[src/sv/pbtd_pkg.sv]
// Shared types and constants for the tail-drop packet buffer.
package pbtd_pkg;

    localparam int TIME_W = 33;
    localparam int ARR_W  = 32;
    localparam int PROC_W = 16;
    localparam int CAP_W  = 9;

    localparam logic [CAP_W-1:0]  CAP_RESET = 9'd256;
    localparam logic [TIME_W-1:0] TIME_MAX  = {TIME_W{1'b1}};

    typedef logic [TIME_W-1:0] t_time;
    typedef logic [ARR_W-1:0]  t_arrival;
    typedef logic [PROC_W-1:0] t_proc;
    typedef logic [CAP_W-1:0]  t_cap;

    // Control broadcast to every cell of the finish-time row.
    typedef struct packed {
        logic  shift;
        logic  push;
        t_time data;
    } t_cell_ctl;

    typedef enum logic {
        ST_IDLE,
        ST_RUN
    } t_state;

endpackage

[src/sv/pbtd_cell.sv]
// One slot of the finish-time row: shifts toward the head or takes a push.
module pbtd_cell (
    input  logic              i_clk,
    input  logic              i_rst_n,
    input  pbtd_pkg::t_cell_ctl i_ctl,
    input  logic              i_prev_valid,
    input  logic              i_next_valid,
    input  pbtd_pkg::t_time   i_next_finish,
    output logic              o_valid,
    output pbtd_pkg::t_time   o_finish
);
    import pbtd_pkg::*;

    logic  r_valid;
    t_time r_finish;
    logic  n_valid;
    t_time n_finish;
    logic  w_load;

    // The first empty slot behind a full one takes the pushed finish time.
    assign w_load = i_ctl.push && !r_valid && i_prev_valid;

    always_comb begin
        n_valid  = r_valid;
        n_finish = r_finish;
        if (i_ctl.shift) begin
            n_valid  = i_next_valid;
            n_finish = i_next_finish;
        end else if (w_load) begin
            n_valid  = 1'b1;
            n_finish = i_ctl.data;
        end
    end

    always_ff @(posedge i_clk) begin
        if (!i_rst_n) begin
            r_valid <= 1'b0;
        end else begin
            r_valid <= n_valid;
        end
    end

    always_ff @(posedge i_clk) begin
        r_finish <= n_finish;
    end

    assign o_valid  = r_valid;
    assign o_finish = r_finish;
endmodule

[config.mk]
export PLATFORM = sky130hd
export DESIGN_NAME = pbtd_cell
export DESIGN_NICKNAME = d
export VERILOG_FILES = /design/src/sv/pbtd_pkg.sv /design/src/sv/pbtd_cell.sv
export SDC_FILE = /design/constraint.sdc
export NUM_CORES = 1
export LEC_CHECK = 0
export BUFFER_PORTS_ARGS = -buffer_cell sky130_fd_sc_hd__buf_2
export CAP_MARGIN = 5
export CORE_MARGIN = 3
export CORE_UTILIZATION = 41
export DETAILED_ROUTE_END_ITERATION = 8
export PLACE_DENSITY = 0.78
export SYNTH_ARGS = -nofsm -noshare
export SYNTH_HDL_FRONTEND = slang
export SYNTH_SLANG_ARGS = --single-unit
[constraint.sdc]
create_clock -name i_clk -period 3.3 [get_ports i_clk]
set_input_delay 0.33 -clock i_clk [delete_from_list [all_inputs] [get_ports i_clk]]
set_output_delay 0.33 -clock i_clk [all_outputs]
set_load 0.02 [all_outputs]
==> results.sh <==
export IMPL_m1WireLength_um=1110
export IMPL_ys_warn_count=0
export IMPL_design_area_um2=2210
export IMPL_postCtsHoldBufs=0
export IMPL_crit_path_end_kind="flip-flop"
export IMPL_grt_total_usage_pct=14.8
export IMPL_cts_max_path_buffers=2
export IMPL_syn_avg_cell_area_um2=20.5
export IMPL_hold_viol=0
export IMPL_ys_top_cells_by_area="edfxtp_1 63%, mux2_4 26%, mux2_2 4.3%"
export IMPL_dr_wl_met3_um=475
export IMPL_powerDensity_nw_per_um2=455
export IMPL_syn_area_um2=1580
export IMPL_required_ns=3.32
export IMPL_outcome="finished clean"
export IMPL_drtAntennaViolNets=0
export IMPL_reg2reg_from="o_valid"
export IMPL_layout_common_cells="105 x buf_2, 33 x edfxtp_1, 27 x mux2_4"
export IMPL_overflow=0
export IMPL_top_layer_used="met4"
export IMPL_fp_coreArea_um2=3520
export IMPL_dieArea_um2=4630
export IMPL_fin_crit_sh_pct=46.0
export IMPL_worst_pin_slew_ns=0.915
export IMPL_maxCapViolCount=0
export IMPL_synth_fp_nets=149
export IMPL_grt_pass1_vias=1110
export IMPL_clkTransAtPathRegs_ns=0.06
export IMPL_critPathMaxStageDelay_ns=0.42
export IMPL_setup_tns_ns=0
export IMPL_period_needed_ns=1.52
export IMPL_slew_violations=0
export IMPL_hpwl_um=2620
export IMPL_synth_top_area_cell="edfxtp_1"
export IMPL_cp_slowest_cell="buf_4"
export IMPL_cts_setup_buffers=0
export IMPL_finalSetupViolations=0
export IMPL_crit_arrival_ns=1.54
export IMPL_diodes=0
export IMPL_rsz0062_at_grt="false"
export IMPL_wirelength_um=3340
export IMPL_synth_cells=77
export IMPL_timing_critical_path_from="i_ctl[34]"
export IMPL_cp_cell_sequence="buf_2, buf_4, mux2_2"
export IMPL_synth_distinct_cells=11
export IMPL_io_buffers=105
export IMPL_drt_iter0_drc=15
export IMPL_cts_buffers=5
export IMPL_drc=0
export IMPL_crit_buf_inv=2
export IMPL_placementRows=21
export IMPL_critPathKind="in -> reg"
export IMPL_fp_dieW_um=68.0
export IMPL_cp_max_fo=20
export IMPL_drive_gt1_share_pct=79.1
export IMPL_fin_worst_skew_ns=0.00420
export IMPL_dp_cells=225
export IMPL_finalPower_mw=1.00
export IMPL_grt_max_degree=34
export IMPL_min_delay_start="i_rst_n"
export IMPL_cts_resized=0
export IMPL_syn2layout_area_growth_pct=39.9
export IMPL_synth_seq_cells=34
export IMPL_placed_area_um2=2130
export IMPL_dieHeight_um=68.0
export IMPL_relSlewSlack_pct=38.9
export IMPL_clkLatencyLatePin_ns=0.27
export IMPL_antenna_found_initial=0
export IMPL_p_leak_nw=1.07
export IMPL_fin_nets=258
export IMPL_final_common_cell="buf_2"
export IMPL_firstDrtPassIters=7
export IMPL_gp_congestion=0.615
export IMPL_num_io_pins=106
export IMPL_instances_no_fill=233
export IMPL_synth_top_cell_area_share_pct=62.8
export IMPL_via_per_inst=4.61
export IMPL_start_util_pct=44.8
export IMPL_route_met2_wl_um=1730
export IMPL_ys_seq_area_share_pct=64.1
export IMPL_maxClockFrequency_mhz=658
export IMPL_cts_htree_levels=2
export IMPL_tritoncts="done"
export IMPL_crit_family="buffers and inverters"
export IMPL_ir_worst_vdd_mv=0.269
export IMPL_post_drt_wl_per_cell_um=14.3
export IMPL_cts_sinks=34
export IMPL_vias=1074
export IMPL_grt_pass1_wl_um=4850
export IMPL_root_buffer="clkbuf_8"
export IMPL_hp_class="in -> reg"
export IMPL_critPathLaunchType="input pin"
export IMPL_fin_util_pct=62.7
## final cells by class
cell class,count,area (um2)
clock inverters,2,8.76
inverters,2,7.51
flip-flops and latches,34,1010
well taps,46,57.6
repair buffers,106,533
fillers,271,1310
clock buffers,6,72.6
multi-input cells,37,517
## sequential cells by signal, summed over array words and instances (netlist names)
signal,flops
o_finish,33
o_valid,1
## where the power goes
group | total, mW | leakage [nW] | internal, mW | switching (mW)
clock | 0.278 | 0.0426 | 0.145 | 0.133
sequential | 0.527 | 0.336 | 0.518 | 0.00867
combinational | 0.200 | 0.688 | 0.0989 | 0.101
## layer usage
layer	global-route usage, %	vias to the layer above
met1	14.7	481
met3	7.39	4
li1	-	514
met5	0	-
met2	26.8	75
met4	4.47	0
## logic make-up after synthesis
family	after synthesis	share of synthesized area [%]
buffers and inverters	6	3.89
AO/OA/AOI/OAI	2	1.43
flip-flops	34	64.1
multiplexers	33	30.0
AND/OR/NAND/NOR	2	0.634
## metrics by stage
stage               hold WS [ns]  worst slack [ns]
global route               0.276              1.71
global placement           0.561              1.53
finish                     0.281              1.78
detailed placement         0.565              1.49
CTS                        0.273              1.78
floorplan                  0.456             0.878
## tightest hold or removal path: cells and delay by family
family,cells,cell delay (ns)
buf+inv,2,0.14
compound gates,1,0.03
## synthesized netlist by cell type
library cell / n
a221oi_2: 1
buf_12: 1
buf_6: 3
dfxtp_1: 1
edfxtp_1: 33
inv_1: 2
mux2_2: 6
mux2_4: 27
nand2_1: 1
nor2_2: 1
o21bai_1: 1
## final timing paths
path	end	slack, ns	depth (start not counted)
setup / recovery	o_finish[0]	1.78	3
hold reg to reg	o_valid	0.60	2
hold / removal	o_valid	0.28	3
setup reg to reg	o_finish[28]	1.82	1
Note: power is estimated with default switching activity, not from simulation.
